--- src/rtl/huff_pkg.sv ---
// shared constants, types and command bundle for the huffman code builder
// no dependencies; used by huff_ctrl, huff_dpath and huffman_code_builder
package huff_pkg;

   localparam int NUM_SYMBOLS   = 27;
   localparam int WEIGHT_BITS   = 16;

   localparam int NODE_COUNT    = 2 * NUM_SYMBOLS - 1;
   localparam int MERGE_COUNT   = NUM_SYMBOLS - 1;
   localparam int SYM_IDX_BITS  = $clog2(NUM_SYMBOLS);
   localparam int MRG_IDX_BITS  = (MERGE_COUNT > 1) ? $clog2(MERGE_COUNT) : 1;
   localparam int NODE_ID_BITS  = $clog2(NODE_COUNT);
   localparam int NODE_W_BITS   = WEIGHT_BITS + SYM_IDX_BITS;

   localparam int IN_WEIGHT_BITS = 16;
   localparam int IN_USE_BITS    = (WEIGHT_BITS < IN_WEIGHT_BITS) ? WEIGHT_BITS : IN_WEIGHT_BITS;
   localparam int INDEX_BITS     = 5;
   localparam int LEN_BITS       = 5;
   localparam int CODE_BITS      = 26;

   typedef enum logic [2:0] {
      ST_LOAD,
      ST_POP,
      ST_INSERT,
      ST_CODE,
      ST_EMIT
   } state_type;

   typedef struct packed {
      logic                    insert_leaf;
      logic                    pop;
      logic                    insert_node;
      logic                    clear;
      logic                    code_step;
      logic                    emit;
      logic [SYM_IDX_BITS-1:0] index;
   } cmd_type;

endpackage

--- src/rtl/huffman_code_builder.sv ---
// top level of the huffman code builder: ties the sequencer to the datapath
// depends on huff_pkg, huff_ctrl, huff_dpath
// weights load one per cycle while busy is low and start is high; the final weight of a set starts
// the build: NUM_SYMBOLS-1 merges (a pop then an insert each), a code walk over the merges from
// the root down, and then one emit per symbol; each result beat is registered after its emit
// NUM_SYMBOLS beats follow one per cycle; busy stays high from the first merge to the last emit;
// reset (synchronous) empties the list, and the next weight loads as symbol 0
module huffman_code_builder (
   input  logic                                clock,
   input  logic                                reset,
   input  logic                                start,
   output logic                                busy,
   input  logic [huff_pkg::IN_WEIGHT_BITS-1:0] req_symbol_weight,
   output logic                                rsp_strobe,
   output logic [huff_pkg::INDEX_BITS-1:0]     rsp_symbol_index,
   output logic [huff_pkg::LEN_BITS-1:0]       rsp_code_length,
   output logic [huff_pkg::CODE_BITS-1:0]      rsp_code_bits,
   output logic                                rsp_last_code
);

   huff_pkg::cmd_type cmd;

   huff_ctrl u_ctrl (
      .clock (clock),
      .reset (reset),
      .start (start),
      .busy  (busy),
      .cmd   (cmd)
   );

   huff_dpath u_dpath (
      .clock             (clock),
      .reset             (reset),
      .cmd               (cmd),
      .req_symbol_weight (req_symbol_weight),
      .rsp_strobe        (rsp_strobe),
      .rsp_symbol_index  (rsp_symbol_index),
      .rsp_code_length   (rsp_code_length),
      .rsp_code_bits     (rsp_code_bits),
      .rsp_last_code     (rsp_last_code)
   );

endmodule

--- src/rtl/huff_ctrl.sv ---
// sequencer for the huffman code builder: load, merge, code walk, emit
// depends on huff_pkg
module huff_ctrl (
   input  logic              clock,
   input  logic              reset,
   input  logic              start,
   output logic              busy,
   output huff_pkg::cmd_type cmd
);

   localparam logic [huff_pkg::SYM_IDX_BITS-1:0] LAST_SYM =
      huff_pkg::SYM_IDX_BITS'(huff_pkg::NUM_SYMBOLS - 1);
   localparam logic [huff_pkg::SYM_IDX_BITS-1:0] LAST_MRG =
      huff_pkg::SYM_IDX_BITS'(huff_pkg::MERGE_COUNT - 1);

   huff_pkg::state_type state_ff, state_in;
   logic [huff_pkg::SYM_IDX_BITS-1:0] cnt_ff, cnt_in;

   always_ff @(posedge clock) begin
      if (reset) begin
         state_ff <= huff_pkg::ST_LOAD;
         cnt_ff   <= '0;
      end else begin
         state_ff <= state_in;
         cnt_ff   <= cnt_in;
      end
   end

   always_comb begin
      state_in = state_ff;
      cnt_in   = cnt_ff;
      case (state_ff)
         huff_pkg::ST_LOAD: begin
            if (start) begin
               if (cnt_ff == LAST_SYM) begin
                  state_in = huff_pkg::ST_POP;
                  cnt_in   = '0;
               end else begin
                  cnt_in = cnt_ff + 1'b1;
               end
            end
         end
         huff_pkg::ST_POP: begin
            state_in = huff_pkg::ST_INSERT;
         end
         huff_pkg::ST_INSERT: begin
            if (cnt_ff == LAST_MRG) begin
               state_in = huff_pkg::ST_CODE;
            end else begin
               state_in = huff_pkg::ST_POP;
               cnt_in   = cnt_ff + 1'b1;
            end
         end
         huff_pkg::ST_CODE: begin
            // walk merges from the root down
            if (cnt_ff == '0) begin
               state_in = huff_pkg::ST_EMIT;
            end else begin
               cnt_in = cnt_ff - 1'b1;
            end
         end
         huff_pkg::ST_EMIT: begin
            if (cnt_ff == LAST_SYM) begin
               state_in = huff_pkg::ST_LOAD;
               cnt_in   = '0;
            end else begin
               cnt_in = cnt_ff + 1'b1;
            end
         end
         default: begin
            state_in = huff_pkg::ST_LOAD;
            cnt_in   = '0;
         end
      endcase
   end

   always_comb begin
      busy            = (state_ff != huff_pkg::ST_LOAD);
      cmd.insert_leaf = (state_ff == huff_pkg::ST_LOAD) && start;
      cmd.pop         = (state_ff == huff_pkg::ST_POP);
      cmd.insert_node = (state_ff == huff_pkg::ST_INSERT);
      cmd.clear       = (state_ff == huff_pkg::ST_CODE);
      cmd.code_step   = (state_ff == huff_pkg::ST_CODE);
      cmd.emit        = (state_ff == huff_pkg::ST_EMIT);
      cmd.index       = cnt_ff;
   end

   a_load_done: assert property (@(posedge clock) disable iff (reset)
      (state_ff == huff_pkg::ST_LOAD && start && cnt_ff == LAST_SYM)
         |=> state_ff == huff_pkg::ST_POP)
      else $error("full weight set did not start tree build");

   a_emit_done: assert property (@(posedge clock) disable iff (reset)
      (state_ff == huff_pkg::ST_EMIT && cnt_ff == LAST_SYM)
         |=> (state_ff == huff_pkg::ST_LOAD && cnt_ff == '0))
      else $error("emission did not return to load");

   a_merge_range: assert property (@(posedge clock) disable iff (reset)
      (state_ff == huff_pkg::ST_POP || state_ff == huff_pkg::ST_INSERT
         || state_ff == huff_pkg::ST_CODE) |-> cnt_ff <= LAST_MRG)
      else $error("merge counter out of range");

endmodule

--- src/rtl/huff_dpath.sv ---
// datapath: sorted node list, child links, code/depth tables, result registers
// depends on huff_pkg
module huff_dpath (
   input  logic                           clock,
   input  logic                           reset,
   input  huff_pkg::cmd_type              cmd,
   input  logic [huff_pkg::IN_WEIGHT_BITS-1:0] req_symbol_weight,
   output logic                           rsp_strobe,
   output logic [huff_pkg::INDEX_BITS-1:0] rsp_symbol_index,
   output logic [huff_pkg::LEN_BITS-1:0]   rsp_code_length,
   output logic [huff_pkg::CODE_BITS-1:0]  rsp_code_bits,
   output logic                           rsp_last_code
);

   localparam int NS = huff_pkg::NUM_SYMBOLS;
   localparam int NM = huff_pkg::MERGE_COUNT;
   localparam int IB = huff_pkg::NODE_ID_BITS;
   localparam int WB = huff_pkg::NODE_W_BITS;
   localparam int MB = huff_pkg::MRG_IDX_BITS;
   localparam int SB = huff_pkg::SYM_IDX_BITS;
   localparam logic [IB-1:0] FIRST_MERGED = IB'(NS);

   // list holds live nodes lightest first; index 0 and 1 are the next pair
   logic [IB-1:0] ent_id_ff [NS];
   logic [WB-1:0] ent_w_ff  [NS];
   logic          ent_v_ff  [NS];
   logic [IB-1:0] ent_id_in [NS];
   logic [WB-1:0] ent_w_in  [NS];
   logic          ent_v_in  [NS];
   logic          lt        [NS];

   logic [IB-1:0] left_ff  [NM];
   logic [IB-1:0] right_ff [NM];
   logic [huff_pkg::LEN_BITS-1:0]  idep_ff  [NM];
   logic [huff_pkg::CODE_BITS-1:0] icode_ff [NM];
   logic [huff_pkg::LEN_BITS-1:0]  ldep_ff  [NS];
   logic [huff_pkg::CODE_BITS-1:0] lcode_ff [NS];

   logic [WB-1:0] sum_ff, sum_in;
   logic [IB-1:0] ins_id;
   logic [WB-1:0] ins_w;

   logic [MB-1:0] m_idx;
   logic          m_root;
   logic [huff_pkg::LEN_BITS-1:0]  par_dep, kid_dep;
   logic [huff_pkg::CODE_BITS-1:0] par_code, code0, code1;
   logic [IB-1:0] c0, c1, c0_int, c1_int;
   logic [SB-1:0] e_idx;

   logic                            strobe_ff;
   logic [huff_pkg::INDEX_BITS-1:0] sym_ff;
   logic [huff_pkg::LEN_BITS-1:0]   len_ff;
   logic [huff_pkg::CODE_BITS-1:0]  bits_ff;
   logic                            last_ff;

   always_comb begin
      if (cmd.insert_leaf) begin
         ins_id = IB'(cmd.index);
         ins_w  = WB'(req_symbol_weight[huff_pkg::IN_USE_BITS-1:0]);
      end else begin
         ins_id = FIRST_MERGED + IB'(cmd.index);
         ins_w  = sum_ff;
      end
   end

   always_comb begin
      for (int i = 0; i < NS; i++) begin
         lt[i]        = ent_v_ff[i] && (ent_w_ff[i] < ins_w);
         ent_id_in[i] = ent_id_ff[i];
         ent_w_in[i]  = ent_w_ff[i];
         ent_v_in[i]  = ent_v_ff[i];
      end
      if (cmd.clear) begin
         for (int i = 0; i < NS; i++) begin
            ent_v_in[i] = 1'b0;
         end
      end else if (cmd.pop) begin
         for (int i = 0; i < NS; i++) begin
            if (i + 2 < NS) begin
               ent_id_in[i] = ent_id_ff[(i + 2 < NS) ? i + 2 : i];
               ent_w_in[i]  = ent_w_ff[(i + 2 < NS) ? i + 2 : i];
               ent_v_in[i]  = ent_v_ff[(i + 2 < NS) ? i + 2 : i];
            end else begin
               ent_v_in[i]  = 1'b0;
            end
         end
      end else if (cmd.insert_leaf || cmd.insert_node) begin
         // new node goes behind every strictly lighter one
         for (int i = 0; i < NS; i++) begin
            if (!lt[i]) begin
               if (i == 0 || lt[(i > 0) ? i - 1 : 0]) begin
                  ent_id_in[i] = ins_id;
                  ent_w_in[i]  = ins_w;
                  ent_v_in[i]  = 1'b1;
               end else begin
                  ent_id_in[i] = ent_id_ff[(i > 0) ? i - 1 : 0];
                  ent_w_in[i]  = ent_w_ff[(i > 0) ? i - 1 : 0];
                  ent_v_in[i]  = ent_v_ff[(i > 0) ? i - 1 : 0];
               end
            end
         end
      end
   end

   assign sum_in = ent_w_ff[0] + ent_w_ff[1];
   assign m_idx  = cmd.index[MB-1:0];
   assign m_root = (cmd.index == SB'(NM - 1));

   always_comb begin
      par_dep  = m_root ? '0 : idep_ff[m_idx];
      par_code = m_root ? '0 : icode_ff[m_idx];
      kid_dep  = par_dep + 1'b1;
      code0    = {par_code[huff_pkg::CODE_BITS-2:0], 1'b0};
      code1    = {par_code[huff_pkg::CODE_BITS-2:0], 1'b1};
      c0       = left_ff[m_idx];
      c1       = right_ff[m_idx];
      c0_int   = c0 - FIRST_MERGED;
      c1_int   = c1 - FIRST_MERGED;
   end

   assign e_idx = cmd.index;

   always_ff @(posedge clock) begin
      if (reset) begin
         for (int i = 0; i < NS; i++) begin
            ent_v_ff[i] <= 1'b0;
         end
         strobe_ff <= 1'b0;
      end else begin
         for (int i = 0; i < NS; i++) begin
            ent_v_ff[i] <= ent_v_in[i];
         end
         strobe_ff <= cmd.emit;
      end
   end

   always_ff @(posedge clock) begin
      for (int i = 0; i < NS; i++) begin
         ent_id_ff[i] <= ent_id_in[i];
         ent_w_ff[i]  <= ent_w_in[i];
      end
      if (cmd.pop) begin
         sum_ff          <= sum_in;
         left_ff[m_idx]  <= ent_id_ff[0];
         right_ff[m_idx] <= ent_id_ff[1];
      end
      if (cmd.code_step) begin
         if (c0 < FIRST_MERGED) begin
            ldep_ff[c0[SB-1:0]]  <= kid_dep;
            lcode_ff[c0[SB-1:0]] <= code0;
         end else begin
            idep_ff[c0_int[MB-1:0]]  <= kid_dep;
            icode_ff[c0_int[MB-1:0]] <= code0;
         end
         if (c1 < FIRST_MERGED) begin
            ldep_ff[c1[SB-1:0]]  <= kid_dep;
            lcode_ff[c1[SB-1:0]] <= code1;
         end else begin
            idep_ff[c1_int[MB-1:0]]  <= kid_dep;
            icode_ff[c1_int[MB-1:0]] <= code1;
         end
      end
      if (cmd.emit) begin
         sym_ff  <= huff_pkg::INDEX_BITS'(e_idx);
         len_ff  <= ldep_ff[e_idx];
         bits_ff <= lcode_ff[e_idx];
         last_ff <= (e_idx == SB'(NS - 1));
      end
   end

   assign rsp_strobe       = strobe_ff;
   assign rsp_symbol_index = sym_ff;
   assign rsp_code_length  = len_ff;
   assign rsp_code_bits    = bits_ff;
   assign rsp_last_code    = last_ff & strobe_ff;

   a_pop_pair: assert property (@(posedge clock) disable iff (reset)
      cmd.pop |-> (ent_v_ff[0] && ent_v_ff[1]))
      else $error("merge with fewer than two live nodes");

   a_emit_beat: assert property (@(posedge clock) disable iff (reset)
      cmd.emit |=> rsp_strobe)
      else $error("emit command lost its result beat");

   a_no_insert_full: assert property (@(posedge clock) disable iff (reset)
      (cmd.insert_leaf || cmd.insert_node) |-> !ent_v_ff[NS - 1])
      else $error("insert into full node list");

endmodule
--- config.mk ---
export PLATFORM = sky130hd
export DESIGN_NAME = huffman_code_builder
export DESIGN_NICKNAME = d
export VERILOG_FILES = /design/src/rtl/huff_pkg.sv /design/src/rtl/huffman_code_builder.sv /design/src/rtl/huff_ctrl.sv /design/src/rtl/huff_dpath.sv
export SDC_FILE = /design/constraint.sdc
export NUM_CORES = 2
export LEC_CHECK = 0
export ABC_AREA = 1
export BUFFER_PORTS_ARGS = -buffer_cell sky130_fd_sc_hd__buf_4
export CORE_ASPECT_RATIO = 1.2
export CORE_MARGIN = 2
export CORE_UTILIZATION = 33
export CTS_CLUSTER_DIAMETER = 150
export DETAILED_ROUTE_END_ITERATION = 8
export GPL_ROUTABILITY_DRIVEN = 0
export PLACE_DENSITY = 0.46
export SYNTH_ARGS = -nofsm -noshare
export SYNTH_HDL_FRONTEND = slang
export SYNTH_SLANG_ARGS = --single-unit
--- constraint.sdc ---
create_clock -name clock -period 11.65 [get_ports clock]
set_clock_uncertainty 0.1 [all_clocks]
set_input_delay 2.33 -clock clock [delete_from_list [all_inputs] [get_ports clock]]
set_output_delay 2.33 -clock clock [all_outputs]
set_load 0.005 [all_outputs]
==> metrics.md <==
| Metric | Value |
|---|---|
| Horizontal die dimension | around 600 um |
| Wirelength, routed | roughly 540 mm |
| TritonCTS clock tree | yes |
| Final setup slack of the worst path | 3.509 ns |
| Number of antenna violations at the first check in global routing | 10 |
| Starting density of the core | 0.3319 |
| Post-layout util | 0.3698 |
| Bufs on Longest Clock Path | 4 |
| Logic pwr share | 0.115 |
| Post-CTS resize count | 0 |
| Via-per-instance ratio | 5.430 |
| Vias in the first global route | 107.7k |
| Data required time at the worst endpoint | approximately 12 ns |
| First-pass detailed-route iteration total | 5 |
| Post-route standard cell area excluding fillers | between 0.15 and 0.2 mm2 |
| Post-synthesis sequential element count | approximately 2.8k |
| Full die area | about 0.44 mm2 |
| Portion of the clock cycle consumed by the worst path in the final layout | 0.6988 |
| Largest area contributor in the netlist | sky130_fd_sc_hd__edfxtp_1 |
| Residual DRC count | 0 |
| Hold/Removal Path Class | register to register |
| Net total in the final layout | around 15k |
| Layout Area Growth over Synthesis | 11.42% |
| Clock sink count | ~2.8k |
| Most numerous cell on the critical path | sky130_fd_sc_hd__buf_4 |
| Placed instance area | about 0.15 mm2 |
| Launching element type of the critical path | input port |
| Share of layout cells above drive strength 1 | 0.08735 |
| Tightest Pin Transition | 1.258 ns |
| Commonest cells after routing, fill and taps aside | 3188 x sky130_fd_sc_hd__nand2_1, 2663 x sky130_fd_sc_hd__edfxtp_1, 1808 x sky130_fd_sc_hd__nor2_1 |
| Cell chain of the critical path | buf_4, nand3_4, buf_4, inv_1, or2_2, o21ai_4, buf_4, buf_4, ha_1, a21oi_1, nor2_1, a211oi_1, nand2_1, nand2_1, nand3_1, nand2_1, nand2_1, buf_4 |
| RR Startpoint | u_ctrl.state_ff[0]$_SDFFE_PP0P_ |
| Avg Synthesized Cell Area | around 9.6 um2 |
| Switching power as a share of total power | 0.2752 |
| Number of levels in the clock H-tree | 5 |
| Clock transition at path regs | approximately 0.060 ns |
| Normalized max-slew margin | 0.1576 |
| Post-route antenna net violation count | 0 |
| RSZ-0062 raised after global routing | no |
| Wire length of the first global-routing pass | between 700 and 800 mm |
| Source-to-sink clock delay at the later pin of the worst-skew pair | 0.97 ns |
| I/O pin total | 58 |
| Net switching power | roughly 6.7 mW |
| Number of flops mapped to enable cells by yosys | ~2.7k |
| Type of element capturing the critical path | register |
| Sequential share of the synthesized area | 0.5761 |
| Power density relative to cell area | 153.3 mW/mm2 |
| Area contributors post-synth | sky130_fd_sc_hd__edfxtp_1 56%, sky130_fd_sc_hd__nand2_1 8.5%, sky130_fd_sc_hd__o21ai_0 4.9% |
| Floorplan Core Area | ~0.43 mm2 |
| Max-cap violations | 0 |
| Worst min-delay path startpoint | u_dpath.icode_ff[24][0]$_SDFFE_PP1N_ |
| Cells after Synth | approximately 15k |
| Number of hold buffers added after cts | 0 |
| Grt ovf | 0 |
| Worst Setup SP | start |
| Global-route usage over all layers | 0.2398 |
| Maximum net fanout on the critical path | 34 |
| Core Rows | 263 |
| Number of post-CTS setup repair buffers | 0 |
| Period minus WS final | just over 8 ns |
| Height of the die | slightly above 700 um |
| Leakage | 59.94 nW |
| Post-synth top area share | 0.5629 |
| IR Drop Worst-Case VDD | roughly 0.12 mV |
| Detailed router's first-iteration violation count | between 10k and 15k |
| Number of hold-slack violations in the final timing report | 0 |
| Internal power contribution | 17.59 mW |
| Sum of negative setup slack | 0 ns |
| Sum of net half-perimeters after detailed placement | roughly 350 mm |
| Number of input and output port buffers inserted | 57 |
| Clock buffer count from CTS | 320 |
| Data arrival, critical path | between 8 and 9 ns |
| Count of vias placed by the detailed router | between 100k and 150k |
| Most frequently used flop master after synthesis | sky130_fd_sc_hd__edfxtp_1 |
| Seq pwr share | 0.473 |
| Per-cell routed wire length | 26.34 um |
| Run status | complete, no violations |
| CP Class | input port to register |
| Post-Place Worst Slack | approximately 2.6 ns |
| Number of fillers in the final layout | 43.26k |
| Slowest stage cell, crit path | sky130_fd_sc_hd__nand3_1 |
| Synthesized Nets | about 15k |
| Warning count from the yosys run | 0 |
| Final setup violation count | 0 |
| Maximum number of pins on one net before global-route repair | between 150 and 200 |
| Clock network fraction of design power | 0.412 |
| Maximum cell stage delay along the critical path | 1.13 ns |
| Total count of max-transition violations in the final report | 0 |
| Synth unique cells | between 60 and 70 |
| Final cell count without fillers | roughly 20k |
| Netlist Area Pre-Place | approximately 0.14 mm2 |
| Clock root buffer | sky130_fd_sc_hd__clkbuf_16 |
| Highest attainable clock frequency | ~120 MHz |
| Most common cell after layout, fill and taps aside | sky130_fd_sc_hd__nand2_1 |
| Async set-reset flop share out of synthesis | 0 |
| Cell total after placement | around 20k |
-- logic make-up (layout without fill, tap and decap cells) --
logic type | after synthesis | after routing | share of synthesized area
compound gates | 3089 | 3089 | 0.1276
xor+xnor | 28 | 28 | 0.001726
fa+ha+maj | 513 | 513 | 0.04523
buf+inv | 2077 | 1965 | 0.06169
flops | 2757 | 2757 | 0.5761
other cells | 0 | 7 | 0
simple gates | 6382 | 6382 | 0.1876
-- state kept, by name, indices dropped and copies added (netlist names), named ones only --
register,count
u_ctrl.state_ff,3
u_ctrl.cnt_ff,5
u_dpath.ldep_ff,135
u_dpath.ent_id_ff,162
u_dpath.rsp_code_bits,26
u_dpath.lcode_ff,702
u_dpath.right_ff,156
u_dpath.ent_w_ff,567
u_dpath.icode_ff,650
u_dpath.last_ff,1
u_dpath.idep_ff,130
u_dpath.rsp_symbol_index,5
u_dpath.rsp_code_length,5
u_dpath.rsp_strobe,1
u_dpath.left_ff,156
u_dpath.ent_v_ff,27
u_dpath.sum_ff,21
-- final timing paths --
path                            cells past startpoint                                    to  slack, ns
worst max-delay path                               18    u_dpath.ent_w_ff[0][112]$_DFFE_PP_       3.51
worst max register to register                     18    u_dpath.ent_w_ff[0][112]$_DFFE_PP_       4.16
worst min register to register                      2  u_dpath.icode_ff[24][0]$_SDFFE_PP1N_       0.34
worst min-delay path                                2  u_dpath.icode_ff[24][0]$_SDFFE_PP1N_       0.34
-- layout make-up --
class                           instances  area, um2  area share
Clock inverter                        157       1395    0.008813
Clock buffer                          415       8635     0.05454
Tap cell                             5697       7128     0.04503
Multi-Input combinational cell      10010      52200      0.3298
Inverter                              957       3650     0.02306
Antenna cell                            7      17.52   0.0001107
Sequential cell                      2757      81880      0.5172
Timing Repair Buffer                  436       3398     0.02147
-- synthesized netlist by cell type, types with 68 or more instances --
cell	number
sky130_fd_sc_hd__nand2_1	3211
sky130_fd_sc_hd__a21oi_1	810
sky130_fd_sc_hd__o221ai_1	250
sky130_fd_sc_hd__ha_1	512
sky130_fd_sc_hd__clkbuf_1	664
sky130_fd_sc_hd__a21oi_2	192
sky130_fd_sc_hd__o22ai_1	135
sky130_fd_sc_hd__nand4_1	451
sky130_fd_sc_hd__buf_1	92
sky130_fd_sc_hd__buf_2	250
sky130_fd_sc_hd__nor2_1	1827
sky130_fd_sc_hd__nand3_1	753
sky130_fd_sc_hd__inv_1	926
sky130_fd_sc_hd__o21ai_0	1397
sky130_fd_sc_hd__o211ai_1	68
sky130_fd_sc_hd__edfxtp_1	2663
sky130_fd_sc_hd__dfxtp_1	94
-- worst max-delay path, delay by kind of cell --
| family | cells | cell delay, ns |
|---|---|---|
| and+or+nand+nor | 8 | 2.89 |
| AOI/OAI and AO/OA | 3 | 0.42 |
| adders and majority gates | 1 | 0.36 |
| buffers and inverters | 6 | 2.57 |
-- per-stage QoR --
stage | power, mW | hold slack [ns]
final | 24.28 | 0.3415
after global routing | 25.10 | 0.3573
after CTS | 24.46 | 0.3433
after detailed placement | 14.46 | 0.3273
after global placement | 14.44 | 0.3230
after floorplan | 13.25 | 0.3064
-- power groups by stage --
stage          combinational, mW  sequential, mW  clock, mW
2_1_floorplan               1.72            11.5          0
3_3_place_gp                2.77            11.7          0
3_5_place_dp                2.78            11.7          0
4_1_cts                     2.79            11.5       10.2
5_1_grt                     3.08            11.5       10.5
6_report                    2.79            11.5       10.0
-- layer usage --
metal | routed length (um) | part of all wire | track usage
met5 | 13 | 0.000024 | 0
met2 | 258100 | 0.48 | 0.4046
met1 | 226500 | 0.42 | 0.3100
met3 | 25770 | 0.048 | 0.02339
met4 | 27960 | 0.052 | 0.1120
Power figures use the tool's default switching activity.
